[src/sv/fdc_pkg.sv]
// ----------------------------------------------------------------------------
// fdc_pkg
// Shared types, codes and the byte-wide CRC-32 step for the frame deframer.
// ----------------------------------------------------------------------------
`default_nettype none

package fdc_pkg;

  // Result kind codes
  localparam logic [1:0] KIND_PAYLOAD = 2'd0;
  localparam logic [1:0] KIND_GOOD    = 2'd1;
  localparam logic [1:0] KIND_CRC_ERR = 2'd2;

  // Register indexes on the configuration port
  localparam logic [1:0] REG_SYNC_FIRST  = 2'd0;
  localparam logic [1:0] REG_SYNC_SECOND = 2'd1;
  localparam logic [1:0] REG_VERSION     = 2'd2;
  localparam logic [1:0] REG_MAX_PAYLOAD = 2'd3;

  localparam int unsigned ADDR_W = 4;

  // Register reset values
  localparam logic [7:0]  SYNC_FIRST_RST  = 8'h00;
  localparam logic [7:0]  SYNC_SECOND_RST = 8'h00;
  localparam logic [7:0]  VERSION_RST     = 8'h01;
  localparam logic [15:0] MAX_PAYLOAD_RST = 16'd256;

  // Header byte positions (the sync bytes are positions 0 and 1)
  localparam logic [3:0] HDR_VERSION = 4'd2;
  localparam logic [3:0] HDR_TYPE    = 4'd3;
  localparam logic [3:0] HDR_FLAGS   = 4'd4;
  localparam logic [3:0] HDR_SEQ_HI  = 4'd5;
  localparam logic [3:0] HDR_SEQ_LO  = 4'd6;
  localparam logic [3:0] HDR_LEN_HI  = 4'd7;
  localparam logic [3:0] HDR_LEN_LO  = 4'd8;

  localparam logic [1:0] CHECK_LAST = 2'd3;

  localparam logic [31:0] CRC_INIT = 32'hffff_ffff;
  localparam logic [31:0] CRC_POLY = 32'hedb8_8320;

  typedef enum logic [4:0] {
    PH_HUNT0   = 5'b00001,
    PH_HUNT1   = 5'b00010,
    PH_HEADER  = 5'b00100,
    PH_PAYLOAD = 5'b01000,
    PH_CHECK   = 5'b10000
  } phase_t;

  // Reflected CRC-32 over one byte, LSB first
  function automatic logic [31:0] crc32_byte(input logic [31:0] crc, input logic [7:0] b);
    logic [31:0] c;
    c = crc ^ {24'd0, b};
    for (int k = 0; k < 8; k++) begin
      c = (c >> 1) ^ (CRC_POLY & {32{c[0]}});
    end
    return c;
  endfunction

endpackage

`default_nettype wire

[src/sv/frame_deframer_crc32_check.sv]
// ----------------------------------------------------------------------------
// frame_deframer_crc32_check
// Hunts for two sync bytes, parses a 9-byte header, streams payload words
// and gives a frame-good or checksum-error verdict after a reflected CRC-32.
// ----------------------------------------------------------------------------
//   Channel  Direction  Handshake          Payload
//   in       to block   in_valid/in_stall  rx_byte
//   out      from block out_valid/out_stall result_kind, data_byte, byte_index,
//                                           frame_type, frame_flags,
//                                           frame_sequence, frame_length
//   cfg      to block   APB psel/penable   paddr, pwdata, prdata
//
// One word per cycle sustained while the output is not stalled. A word sits
// in the input register, then the parser, header fields and CRC-32 update in
// a single pass into the output register. The byte-wide CRC step sets the
// longest path. Synchronous reset returns the parser to the hunt and empties
// both registers. A stalled output holds its word; the input stalls only while
// a word waits in the input register and the output cannot take a new one.
// ----------------------------------------------------------------------------
`default_nettype none

module frame_deframer_crc32_check (
  input  logic                        clk,
  input  logic                        rst,
  // input channel
  input  logic                        in_valid,
  output logic                        in_stall,
  input  logic [7:0]                  rx_byte,
  // output channel
  output logic                        out_valid,
  input  logic                        out_stall,
  output logic [1:0]                  result_kind,
  output logic [7:0]                  data_byte,
  output logic [15:0]                 byte_index,
  output logic [7:0]                  frame_type,
  output logic [7:0]                  frame_flags,
  output logic [15:0]                 frame_sequence,
  output logic [15:0]                 frame_length,
  // configuration port
  input  logic                        psel,
  input  logic                        penable,
  input  logic                        pwrite,
  input  logic [fdc_pkg::ADDR_W-1:0]  paddr,
  input  logic [31:0]                 pwdata,
  output logic [31:0]                 prdata,
  output logic                        pready
);

  import fdc_pkg::*;

  // configuration registers
  logic [7:0]  sync_first;
  logic [7:0]  sync_second;
  logic [7:0]  exp_version;
  logic [15:0] max_payload;
  logic        cfg_write;
  logic [1:0]  cfg_sel;

  // input register
  logic       s1_valid;
  logic [7:0] s1_byte;
  logic       advance;

  // parser state
  phase_t      phase, phase_next;
  logic [3:0]  header_count, header_count_next;
  logic [7:0]  held_type, held_type_next;
  logic [7:0]  held_flags, held_flags_next;
  logic [15:0] held_sequence, held_sequence_next;
  logic [15:0] held_length, held_length_next;
  logic [15:0] payload_count, payload_count_next;
  logic [1:0]  check_count, check_count_next;
  logic [31:0] received_check, received_check_next;
  logic [31:0] running_crc, running_crc_next;
  logic        version_bad, version_bad_next;

  // result of the current word
  logic        produce;
  logic [1:0]  res_kind;
  logic [7:0]  res_data;
  logic [15:0] res_index;
  logic [31:0] crc_step;
  logic [31:0] check_word;

  // --------------------------------------------------------------------------
  // Configuration port
  // --------------------------------------------------------------------------
  assign pready    = 1'b1;
  assign cfg_sel   = paddr[3:2];
  assign cfg_write = psel && penable && pwrite && pready;

  always_ff @(posedge clk) begin
    if (rst) begin
      sync_first  <= SYNC_FIRST_RST;
      sync_second <= SYNC_SECOND_RST;
      exp_version <= VERSION_RST;
      max_payload <= MAX_PAYLOAD_RST;
    end else if (cfg_write) begin
      case (cfg_sel)
        REG_SYNC_FIRST:  sync_first  <= pwdata[7:0];
        REG_SYNC_SECOND: sync_second <= pwdata[7:0];
        REG_VERSION:     exp_version <= pwdata[7:0];
        REG_MAX_PAYLOAD: max_payload <= pwdata[15:0];
        default: ;
      endcase
    end
  end

  // Return the selected register
  always_comb begin
    case (cfg_sel)
      REG_SYNC_FIRST:  prdata = {24'd0, sync_first};
      REG_SYNC_SECOND: prdata = {24'd0, sync_second};
      REG_VERSION:     prdata = {24'd0, exp_version};
      REG_MAX_PAYLOAD: prdata = {16'd0, max_payload};
      default:         prdata = 32'd0;
    endcase
  end

  // --------------------------------------------------------------------------
  // Input register
  // --------------------------------------------------------------------------
  assign advance  = s1_valid && (!out_valid || !out_stall);
  assign in_stall = s1_valid && !advance;

  always_ff @(posedge clk) begin
    if (rst) begin
      s1_valid <= 1'b0;
    end else if (in_valid && !in_stall) begin
      s1_valid <= 1'b1;
    end else if (advance) begin
      s1_valid <= 1'b0;
    end
  end

  // Capture the word on accept
  always_ff @(posedge clk) begin
    if (in_valid && !in_stall) begin
      s1_byte <= rx_byte;
    end
  end

  // --------------------------------------------------------------------------
  // Parser step
  // --------------------------------------------------------------------------
  assign crc_step   = crc32_byte(running_crc, s1_byte);
  assign check_word = {received_check[23:0], s1_byte};

  always_comb begin
    phase_next          = phase;
    header_count_next   = header_count;
    held_type_next      = held_type;
    held_flags_next     = held_flags;
    held_sequence_next  = held_sequence;
    held_length_next    = held_length;
    payload_count_next  = payload_count;
    check_count_next    = check_count;
    received_check_next = received_check;
    running_crc_next    = running_crc;
    version_bad_next    = version_bad;
    produce             = 1'b0;
    res_kind            = KIND_PAYLOAD;
    res_data            = 8'd0;
    res_index           = 16'd0;

    case (phase)
      PH_HUNT1: begin
        if (s1_byte == sync_second) begin
          running_crc_next  = crc_step;
          header_count_next = HDR_VERSION;
          phase_next        = PH_HEADER;
        end else begin
          // drop back to the hunt without retesting this word
          phase_next          = PH_HUNT0;
          header_count_next   = 4'd0;
          payload_count_next  = 16'd0;
          held_length_next    = 16'd0;
          check_count_next    = 2'd0;
          received_check_next = 32'd0;
          running_crc_next    = CRC_INIT;
          version_bad_next    = 1'b0;
        end
      end

      PH_HEADER: begin
        running_crc_next = crc_step;
        case (header_count)
          HDR_VERSION: version_bad_next = (s1_byte != exp_version);
          HDR_TYPE:    held_type_next   = s1_byte;
          HDR_FLAGS:   held_flags_next  = s1_byte;
          HDR_SEQ_HI:  held_sequence_next = {s1_byte, held_sequence[7:0]};
          HDR_SEQ_LO:  held_sequence_next = {held_sequence[15:8], s1_byte};
          HDR_LEN_HI:  held_length_next = {s1_byte, held_length[7:0]};
          default:     held_length_next = {held_length[15:8], s1_byte};
        endcase
        header_count_next = header_count + 4'd1;
        if (header_count == HDR_LEN_LO) begin
          if (version_bad || (held_length_next > max_payload)) begin
            // drop the frame silently
            phase_next          = PH_HUNT0;
            header_count_next   = 4'd0;
            payload_count_next  = 16'd0;
            held_length_next    = 16'd0;
            check_count_next    = 2'd0;
            received_check_next = 32'd0;
            running_crc_next    = CRC_INIT;
            version_bad_next    = 1'b0;
          end else begin
            payload_count_next  = 16'd0;
            check_count_next    = 2'd0;
            received_check_next = 32'd0;
            phase_next = (held_length_next == 16'd0) ? PH_CHECK : PH_PAYLOAD;
          end
        end
      end

      PH_PAYLOAD: begin
        running_crc_next   = crc_step;
        produce            = 1'b1;
        res_kind           = KIND_PAYLOAD;
        res_data           = s1_byte;
        res_index          = payload_count;
        payload_count_next = payload_count + 16'd1;
        if (payload_count_next == held_length) begin
          check_count_next    = 2'd0;
          received_check_next = 32'd0;
          phase_next          = PH_CHECK;
        end
      end

      PH_CHECK: begin
        received_check_next = check_word;
        check_count_next    = check_count + 2'd1;
        if (check_count == CHECK_LAST) begin
          produce  = 1'b1;
          res_kind = ((~running_crc) == check_word) ? KIND_GOOD : KIND_CRC_ERR;
          // back to the hunt after the verdict
          phase_next          = PH_HUNT0;
          header_count_next   = 4'd0;
          payload_count_next  = 16'd0;
          held_length_next    = 16'd0;
          check_count_next    = 2'd0;
          received_check_next = 32'd0;
          running_crc_next    = CRC_INIT;
          version_bad_next    = 1'b0;
        end
      end

      default: begin
        // hunt for the first sync byte
        if (s1_byte == sync_first) begin
          phase_next          = PH_HUNT1;
          header_count_next   = 4'd1;
          payload_count_next  = 16'd0;
          held_length_next    = 16'd0;
          check_count_next    = 2'd0;
          received_check_next = 32'd0;
          running_crc_next    = crc32_byte(CRC_INIT, s1_byte);
          version_bad_next    = 1'b0;
        end
      end
    endcase
  end

  // Advance the parser state
  always_ff @(posedge clk) begin
    if (rst) begin
      phase          <= PH_HUNT0;
      header_count   <= 4'd0;
      held_type      <= 8'd0;
      held_flags     <= 8'd0;
      held_sequence  <= 16'd0;
      held_length    <= 16'd0;
      payload_count  <= 16'd0;
      check_count    <= 2'd0;
      received_check <= 32'd0;
      running_crc    <= CRC_INIT;
      version_bad    <= 1'b0;
    end else if (advance) begin
      phase          <= phase_next;
      header_count   <= header_count_next;
      held_type      <= held_type_next;
      held_flags     <= held_flags_next;
      held_sequence  <= held_sequence_next;
      held_length    <= held_length_next;
      payload_count  <= payload_count_next;
      check_count    <= check_count_next;
      received_check <= received_check_next;
      running_crc    <= running_crc_next;
      version_bad    <= version_bad_next;
    end
  end

  // --------------------------------------------------------------------------
  // Output register
  // --------------------------------------------------------------------------
  always_ff @(posedge clk) begin
    if (rst) begin
      out_valid <= 1'b0;
    end else if (advance) begin
      out_valid <= produce;
    end else if (!out_stall) begin
      out_valid <= 1'b0;
    end
  end

  // Load a new result word
  always_ff @(posedge clk) begin
    if (advance && produce) begin
      result_kind    <= res_kind;
      data_byte      <= res_data;
      byte_index     <= res_index;
      frame_type     <= held_type;
      frame_flags    <= held_flags;
      frame_sequence <= held_sequence;
      frame_length   <= held_length;
    end
  end

endmodule

`default_nettype wire
[config.mk]
export PLATFORM = sky130hd
export DESIGN_NAME = frame_deframer_crc32_check
export DESIGN_NICKNAME = d
export VERILOG_FILES = /design/src/sv/fdc_pkg.sv /design/src/sv/frame_deframer_crc32_check.sv
export SDC_FILE = /design/constraint.sdc
export NUM_CORES = 1
export LEC_CHECK = 0
export BUFFER_PORTS_ARGS = -buffer_cell sky130_fd_sc_hd__buf_2
export CAP_MARGIN = 10
export CORE_ASPECT_RATIO = 1.4
export CORE_MARGIN = 2
export CORE_UTILIZATION = 36
export DETAILED_ROUTE_END_ITERATION = 8
export HOLD_SLACK_MARGIN = 0.06
export PLACE_DENSITY_LB_ADDON = 0.3
export SLEW_MARGIN = 25
export SYNTH_ARGS = -nofsm -noshare
export SYNTH_HDL_FRONTEND = slang
export SYNTH_SLANG_ARGS = --single-unit
export TNS_END_PERCENT = 30
[constraint.sdc]
create_clock -name clk -period 5.9 [get_ports clk]
set_input_delay 1.18 -clock clk [delete_from_list [all_inputs] [get_ports clk]]
set_output_delay 1.18 -clock clk [all_outputs]
set_load 0.005 [all_outputs]
==> metrics, run 1 <==
Inserted Clock Buffers 25; RSZ-0062 raised after global routing no; Max Used Layer met4; endpoint class of the critical path flop; Syn Inst Count 1330; synthesized cell area 0.0134 sq mm; fraction of registers with async set/reset 0%; DRC 9; worst-skew pair later-pin latency 530 ps; Crit Path Category flop to flop; Synth Flop Type dfxtp_1; R2R depth 13; GPL Wtd Cong 0.834; dpl hpwl 24500 microns; crit path time final 4450 ps; # resized after CTS 0; Layout Nets 1484; Core ar. 0.0368 sq mm; largest fanout of any net on the critical path 29; global-route wire length before repair 54800 microns; WL/cell 18.6 microns; Max-Cap Viols 0; Synth cell types 88; post-placement cell count 1849; drt initial violations 752; Die ar. 0.0389 sq mm; initial core utilization 36.5%; vias in the first global route 9812; drt pass-1 iters 7; Final Slew Violations 0; Die H 233 microns; Hold Path Cell Cnt 0; Max Root-Sink Buffers 3; worst endpoint required time 6310 ps; Vias 10051; initial antenna violation count 0; FF-to-FF End running_crc[18]; total track usage 17.6%; Slew @ Worst Pin 986 ps; Tot Pwr 3.78 mW; startpoint types flop; Yosys warnings 0; Max Freq 225 MHz; die width 167 microns; Tcrit/Tclk final 75.5%; hold endpoint frame_sequence[11]; Hold Crit Start held_sequence[11]; share of post-route cells with drive strength above 1 17.5%; metal2 WL 18700 microns; Clock Tree Root clkbuf_16; #FFs+latches synth 256; HP Class flop to flop; violated checks DRC; WL met3 1540 microns; Cell Pwr Density 252 mW/mm^2; flop2flop setup slack 1450 ps; I/O Buffers 124; wl on met1 13500 microns; Area Growth Syn to Fin 11.8%; I/O pin count 160; VDD IR max 0.000178 V; row count 83; Leakage 5.70 nW; TNS Setup 0 ps; CTS tree built; Rel. slew slack 33.9%; clock slew at reported path FFs 70 ps; # diodes 0; Antenna Nets Post-Route 0; sequential area share after synthesis 44.3%; Arrival @ worst endpoint 4870 ps; total routed wirelength 35200 microns; Remaining Overflow, GRT 0; Vias/cell 5.31; Post-synth EDFFs 82; final cell count without fillers 1894; clk_skew 10.9 ps; outcome finished, violations left; clock sink total 256; Avg Cell Area, Syn 10.1 sq um; Post-CTS Setup Bufs 0; H-tree Lvls 1; Post-CTS Hold Fix Bufs 0; largest net degree at the start of global routing 86; r2r startpoint header_count[1]; Final Hold Viols 0; final setup fails 0
cell usage after synthesis, drive strengths merged (8+ instances only):
master,instances,area share [%]
or2b,20,1.2
a211o,27,1.8
nor4,19,0.98
edfxtp,82,18
a211oi,15,0.97
mux2,9,0.75
nand2,102,2.9
nand3,38,1.5
xor2,63,4.1
a31oi,8,0.37
nand4,17,0.84
buf,61,3.3
clkbuf,44,1.5
nand2b,13,0.61
o21ai,30,1.1
mux4,8,1.3
nor2,116,3.3
a22oi,15,0.84
and2,31,1.5
mux2i,68,5.1
a221oi,16,1.0
inv,27,0.75
nor3,9,0.45
a21oi,82,3.2
xnor2,120,8.6
dfxtp,174,26
or4,8,0.48
a22o,8,0.52
ha,24,2.2
kinds of logic (layout without fill, tap and decap cells):
logic type                 after synthesis  count (layout)  synth area share, %
AOI/OAI and AO/OA                      235             235                 12.2
xor gates and xnor gates               183             183                 12.7
adders and majority gates               24              24                 2.24
buffers and inverters                  134             216                 5.72
DFF                                    256             256                 44.3
muxes                                   85              85                 7.16
other                                    2              17               0.0559
and+or+nand+nor                        411             411                 15.7
through the flow:
stage                     util (%)  cell area, sq um  setup WS (ps)  hold slack [ps]
after floorplan                  -             13500           2200              408
after global placement        38.6             14200           1550              412
after detailed placement      38.7             14200           1510              418
after CTS                     40.9             15000           1480              433
after global routing          40.9             15000           1160              442
final                         40.9             15000           1450              431
state kept, by name, summed over array words and instances (netlist names), 4 cells and up:
name,flops
running_crc,32
received_check,24
byte_index,16
frame_length,16
frame_sequence,16
held_length,16
held_sequence,16
max_payload,16
payload_count,16
data_byte,8
exp_version,8
frame_flags,8
frame_type,8
held_flags,8
held_type,8
s1_byte,8
sync_first,8
sync_second,8
phase,5
header_count,4
worst max-delay path: stages, from the launching register on:
cell,delay (ps)
dfxtp_1,410
ha_1,280
and3b_1,450
nand2_1,350
a22o_1,330
ha_1,330
nand4_1,150
nor4_1,400
nor3b_1,280
a21oi_2,140
a311oi_2,310
buf_4,370
a221oi_1,210
a211o_1,320
area by class of cell:
cell class	instances	area (sq um)
fill	3633	21700
multi-input combinational	955	6810
sequential	256	5950
timing repair buffer	144	793
clock buffer	28	647
tap	467	584
clock inverter	17	141
inverter	27	101
where the power goes:
part	internal (mW)	switching (mW)	leakage (nW)
clock	0.878	0.679	0.396
combinational	0.160	0.236	3.00
sequential	1.82	0.00826	2.30
total	2.85	0.924	5.70
per-layer routing:
layer / up-vias / global-route usage, %
li1: 4813 / -
met1: 4861 / 19.8
met2: 285 / 33.3
met3: 92 / 1.97
met4: 0 / 7.96
met5: - / 0
how the worst max path moves through the flow:
stage / end / start / slack, ps
6_report: running_crc[18] / header_count[1] / 1450
5_1_grt: running_crc[18] / header_count[1] / 1160
4_1_cts: running_crc[18] / header_count[1] / 1480
3_5_place_dp: running_crc[18] / header_count[1] / 1510
3_3_place_gp: running_crc[18] / header_count[1] / 1550
2_1_floorplan: prdata[7] / paddr[2] / 2200
cell usage in the layout (no fill, tap or decap), types with 9 or more instances in the layout:
cell type / count
dfxtp_1: 174
a211oi_1: 13
clkbuf_16: 25
a21oi_1: 79
ha_1: 24
buf_2: 123
nor4_1: 17
a22oi_1: 15
nand4_1: 16
edfxtp_1: 82
nand2b_1: 13
xor2_1: 63
xnor2_1: 110
and2_1: 29
nand2_1: 100
a221oi_1: 16
o21ai_0: 23
nor2_1: 115
mux2_2: 9
a211o_1: 27
conb_1: 17
inv_1: 26
mux2i_1: 68
buf_4: 20
or2b_1: 12
nand3_1: 37
No activity file was read; power rests on OpenSTA's default activity.
==> inputs of run 2 (changes only) <==
==> constraint.sdc (replaced) <==
create_clock -name clk -period 3.7 [get_ports clk]
set_input_delay 0.74 -clock clk [delete_from_list [all_inputs] [get_ports clk]]
set_output_delay 0.74 -clock clk [all_outputs]
set_load 0.005 [all_outputs]
==> run 2 against run 1 <==
The run still ends with DRC left. Sequential power is 60% higher. Hold slack got worse by 63 ps. Core utilization increased by 2.6 points. Critical path type unchanged. Clock power rose by 81%. Largest cell class unchanged. Clock skew rose by 6.4 ps. First-iteration DRC count is 7.8% higher. Flip-flop and latch count unchanged. Combinational power rose by 68%. Count of clock-buffer cells in the layout grew 3.
==> metrics, run 2 (synthesis gave the netlist of run 1 again) <==
final setup fails 0 (unchanged); clock network power share 44.2% (+3.0 points); H-tree Lvls 1 (unchanged); Tcrit/Tclk final 98.8% (+23 points); violated checks DRC; total routed wirelength 37200 microns (+5.6%); Hold Path Cell Cnt 1 (+1); WL/cell 19.0 microns (+2.3%); initial antenna violation count 0 (unchanged); Most flops, register running_crc; Layout Nets 1543 (+4.0%); drt pass-1 iters 7 (unchanged); sw frac 24.5% (about the same); post-placement cell count 1893 (+2.4%); I/O Buffers 124 (unchanged); dpl hpwl 25900 microns (+5.6%); Crit Path Category flop to flop; CP startpoint header_count[0]; Leakage 5.72 nW (+0.29%); sw power 1.57 mW (+70%); largest net degree at the start of global routing 74 (-14%); Slew @ Worst Pin 961 ps (-24.4 ps); Antenna Nets Post-Route 0 (unchanged); commonest non-fill, non-tap cell in the layout dfxtp_1; CTS tree built; Die H 233 microns (unchanged); final cell count without fillers 1955 (+3.2%); flop2flop setup slack 50 ps (-1400 ps); Filler Cell Count 3532 (-2.8%); Int Pwr 4.84 mW (+70%); Inserted Clock Buffers 26 (+4.0%); Regs by FF count running_crc x32, received_check x24; DRC 9 (unchanged); VDD IR max 0.000312 V (+76%); Vias 10352 (+3.0%); Comb pwr share 10.4% (about the same); vias in the first global route 9985 (+1.8%); Tot Pwr 6.41 mW (+70%); clk_skew 17.3 ps (+6.40 ps); RSZ-0062 raised after global routing yes; Post-CTS Hold Fix Bufs 0 (unchanged); GPL Wtd Cong 0.856 (+2.6%); Clock Tree Root clkbuf_16; Post-Layout Inst Area 0.0160 sq mm (+6.3%); Cell Pwr Density 402 mW/mm^2 (+60%); endpoint class of the critical path flop; total track usage 18.5% (+0.85 points); Remaining Overflow, GRT 0 (unchanged); initial core utilization 36.5% (unchanged); FF-to-FF End running_crc[5]; drt initial violations 811 (+7.8%); crit path time final 3650 ps (-799 ps); Area after DPL 0.0146 sq mm (+2.6%); row count 83 (unchanged); Final Slew Violations 0 (unchanged); hold endpoint s1_byte[1]; Core ar. 0.0368 sq mm (unchanged); clock sink total 256 (unchanged); die width 167 microns (unchanged); outcome finished, violations left; Die ar. 0.0389 sq mm (unchanged); worst-skew pair later-pin latency 550 ps (+20 ps); Vias/cell 5.30 (-0.22%); global-route wire length before repair 56600 microns (+3.3%); r2r startpoint header_count[0]; commonest cells after routing, fill and taps aside 172 x dfxtp_1, 123 x buf_2, 114 x nor2_1; Max Root-Sink Buffers 3 (unchanged); HP Class input pin to flop; startpoint types flop; Max-Cap Viols 0 (unchanged); largest fanout of any net on the critical path 9 (-69%); Area Growth Syn to Fin 18.8%; worst endpoint required time 4130 ps (-2180 ps); register share of total power 45.5% (-2.8 points); R2R depth 17 (+4); Largest register FFs 32 (unchanged); # diodes 0 (unchanged); Rel. slew slack 35.6% (+1.6 points); clock slew at reported path FFs 70 ps (about the same); share of post-route cells with drive strength above 1 22.9% (+5.4 points); Max Freq 274 MHz (+22%); I/O pin count 160 (unchanged); Arrival @ worst endpoint 4090 ps (-780 ps); Hold Crit Start rx_byte[1]; Final Hold Viols 0 (unchanged)
==> run 2: changes by cell type in the layout (fill, tap and decap cells not counted), sizes merged <==
cell      change
clkbuf        +4
clkinvlp      +5
buf          +57
bufinv        +2
clkinv        -7
==> run 2: final cells by class <==
cell class	count	area (sq um)	area share, %
multi-input combinational	955	7040	44.1
sequential	256	5950	37.3
timing repair buffer	202	1350	8.44
clock buffer	31	721	4.52
tap	467	584	3.66
clock inverter	17	203	1.27
inverter	27	106	0.666
==> run 2: worst max-delay path: stages, from the launching register on <==
cell	delay, ps
dfxtp_4	370
buf_12	130
ha_4	170
nor3_4	150
nand2_1	80
buf_6	150
a22o_1	240
ha_4	300
nand4_1	150
nor4_4	340
nor3b_4	260
a21oi_4	70
a311oi_4	310
buf_6	170
buf_4	120
clkbuf_16	140
a221oi_1	80
a211o_1	300
==> run 2: per-layer routing <==
layer,track usage [%],vias up,routed length [microns]
li1,-,4949,-
met1,20.5,4948,14200
met2,34.2,344,19200
met3,2.42,111,1790
met4,9.95,0,2010
met5,0,-,0
==> run 2: worst max-delay path by stage <==
stage                     slack (ps)         endpoint  cells past startpoint
after global routing             -90   running_crc[5]                     18
after floorplan                   70  running_crc[16]                     16
after CTS                         20  running_crc[29]                     17
after global placement           -20  running_crc[29]                     15
after detailed placement         -50  running_crc[29]                     15
final                             50   running_crc[5]                     17
==> run 2: timing repair <==
action	4_1_cts	5_1_grt
setup buffers	1	11
cloned	1	1
gates resized for setup	6	48
pin swaps	1	19
setup endpoints to repair	25	50
==> run 2: per-stage QoR <==
step                      worst slack (ps)  TNS, ps  utilization [%]  hold slack, ps
after global routing                 -91.4    -1040             43.4             354
after detailed placement             -50.2     -127             39.7             416
final                                 45.3        0             43.4             368
after CTS                             18.9        0             42.4             347
after floorplan                       66.0        0                -             408
after global placement               -24.0    -34.0             39.7             412
==> run 2: power groups by stage <==
stage	clock network [mW]	logic, mW	registers [mW]
after floorplan	0	0.506	2.96
after global placement	0	0.639	2.98
after detailed placement	0	0.643	2.98
after CTS	2.90	0.649	2.92
after global routing	3.00	0.713	2.91
final	2.83	0.664	2.91
==> inputs of run 3 (changes only) <==
--- a/config.mk
+++ b/config.mk
@@ -8,7 +8,7 @@
 export BUFFER_PORTS_ARGS = -buffer_cell sky130_fd_sc_hd__buf_2
 export CAP_MARGIN = 10
 export CORE_ASPECT_RATIO = 1.4
-export CORE_MARGIN = 2
+export CORE_MARGIN = 5
 export CORE_UTILIZATION = 36
 export DETAILED_ROUTE_END_ITERATION = 8
 export HOLD_SLACK_MARGIN = 0.06
==> run 3 against run 2 <==
The flow now finishes without violations. Count of clock-buffer cells in the layout rose by 1. First-iteration DRC count down 15%. Final cell count is essentially flat. Die area rose by 6.3%. Sequential power about the same. Cell area down 0.27%. Core utilization fell by 0.12 points. Flip-flop and latch count is the same. Clock skew decreased by 8.5 ps. Critical path depth unchanged. Critical endpoint is now running_crc[1].
==> metrics, run 3 (synthesis gave the netlist of run 1 again) <==
outcome completed; Final Hold Viols 0 (unchanged); largest fanout of any net on the critical path 9 (unchanged); Layout Nets 1542 (-0.065%); commonest cells after routing, fill and taps aside 172 x dfxtp_1, 123 x buf_2, 115 x nor2_1; initial antenna violation count 0 (unchanged); Die ar. 0.0413 sq mm (+6.3%); worst endpoint required time 4130 ps (about the same); DRC 0 (-9); post-placement cell count 1898 (+0.26%); Inserted Clock Buffers 26 (unchanged); Core ar. 0.0368 sq mm (unchanged); commonest non-fill, non-tap cell in the layout dfxtp_1; clock sink total 256 (unchanged); slack of the critical path 126 ps (+80.7 ps); FF+latch area 0.00595 sq mm (unchanged); I/O Buffers 124 (unchanged); worst slack at placement -53.4 ps (-3.12 ps); # diodes 0 (unchanged); clk_skew 8.84 ps (-8.49 ps); initial core utilization 36.5% (unchanged); worst-skew pair later-pin latency 540 ps (about the same); Arrival @ worst endpoint 4010 ps (-80 ps); Area Growth Syn to Fin 18.5%; Die H 239 microns (+2.6%); WL/cell 19.0 microns (-0.27%); share of post-route cells with drive strength above 1 22.3% (-0.66 points); clock slew at reported path FFs 60 ps (about the same); crit path time final 3570 ps (-80.7 ps); startpoint types flop; Leakage 5.72 nW (about the same); Filler Cell Count 3532 (unchanged); Antenna Nets Post-Route 0 (unchanged); dpl hpwl 26200 microns (+1.2%); I/O pin count 160 (unchanged); Cell Pwr Density 411 mW/mm^2 (+2.2%); Max-Cap Viols 0 (unchanged); total track usage 17.0% (-1.5 points); CTS tree built; Regs by FF count running_crc x32, received_check x24; drt pass-1 iters 5 (-2); final setup fails 0 (unchanged); Max Root-Sink Buffers 3 (unchanged); total routed wirelength 37100 microns (-0.32%); die width 173 microns (+3.6%); Rel. slew slack 35.6% (+0.039 points); Tcrit/Tclk final 96.6% (-2.2 points); final cell count without fillers 1954 (-0.051%); VDD IR max 0.000303 V (-2.8%); global-route wire length before repair 56900 microns (+0.65%); TNS Setup 0 ps (unchanged); Most flops, register running_crc; Clock Tree Root clkbuf_16; Crit Path Category flop to flop; Slew @ Worst Pin 961 ps (-0.590 ps); Vias/cell 5.26 (-0.63%); Final Core Density 43.3% (-0.12 points); largest net degree at the start of global routing 61 (-18%); drt initial violations 689 (-15%); H-tree Lvls 1 (unchanged); Max Freq 280 MHz (+2.3%); vias in the first global route 10053 (+0.68%); Final Slew Violations 0 (unchanged); Largest register FFs 32 (unchanged); GPL Wtd Cong 0.882 (+3.1%); row count 83 (unchanged); HP Class input pin to flop; endpoint class of the critical path flop; Remaining Overflow, GRT 0 (unchanged); multi-input logic area 0.00696 sq mm (-1.2%); Vias 10282 (-0.68%)
run 3: cell types whose count changed in the layout (fill, tap and decap cells not counted), sizes merged:
cell      before  now
bufinv         4    6
inv           28   29
clkinvlp       5    4
clkbuf        32   33
clkinv         7    4
buf          201  200
run 3: path summary, 6_finish.rpt:
kind | cells past startpoint | end | start | slack [ps]
max | 17 | running_crc[1] | header_count[0] | 130
min | 1 | s1_byte[4] | rx_byte[4] | 370
max reg2reg | 17 | running_crc[1] | header_count[0] | 130
min reg2reg | 0 | frame_sequence[9] | held_sequence[9] | 430
run 3: area by class of cell:
class                      count  area share, %
clock buffer                  32           4.55
clock inverter                16           1.54
inverter                      27          0.684
multi-input combinational    955           43.7
sequential                   256           37.4
tap                          467           3.67
timing repair buffer         201           8.43
run 3: power breakdown:
group / internal, mW / leakage [nW] / switching (mW)
Clock: 1.81 / 0.462 / 1.15
Combinational: 0.273 / 3.19 / 0.382
Sequential: 2.89 / 2.07 / 0.0201
run 3: timing repair:
item,in CTS,in global routing
endpoints found under the setup margin,25,46
cloned,1,1
gates resized for setup,11,28
hold buffers,0,0
buffers inserted,3,3
pin swaps,3,13
run 3: metrics by stage:
stage	cell area [sq um]	hold WS [ps]	total power, mW
CTS	15700	352	6.59
finish	15900	373	6.54
global placement	14700	411	3.62
floorplan	13500	408	3.47
detailed placement	14700	417	3.62
global route	15900	358	6.76
run 3: critical path, stage by stage, from the launching register on:
cell and delay (ps):
dfxtp_4 420, inv_6 60, ha_4 170, nor3_4 170, nand2_1 80, buf_6 140
a22o_1 220, ha_1 340, nand4_1 180, buf_4 140, nor2_1 40, a221oi_2 270
a21oi_2 140, a311oi_4 390, buf_6 180, clkbuf_16 150, a221oi_1 80, a211o_1 300
run 3: metal layers:
layer | wire [microns] | share of wire (%) | track usage, % | vias to the layer above
li1 | - | - | - | 4932
met1 | 14300 | 39 | 19.4 | 4977
met5 | 0 | 0 | 0 | -
met3 | 1630 | 4.4 | 1.99 | 89
met2 | 19600 | 53 | 32.3 | 284
met4 | 1510 | 4.1 | 6.78 | 0
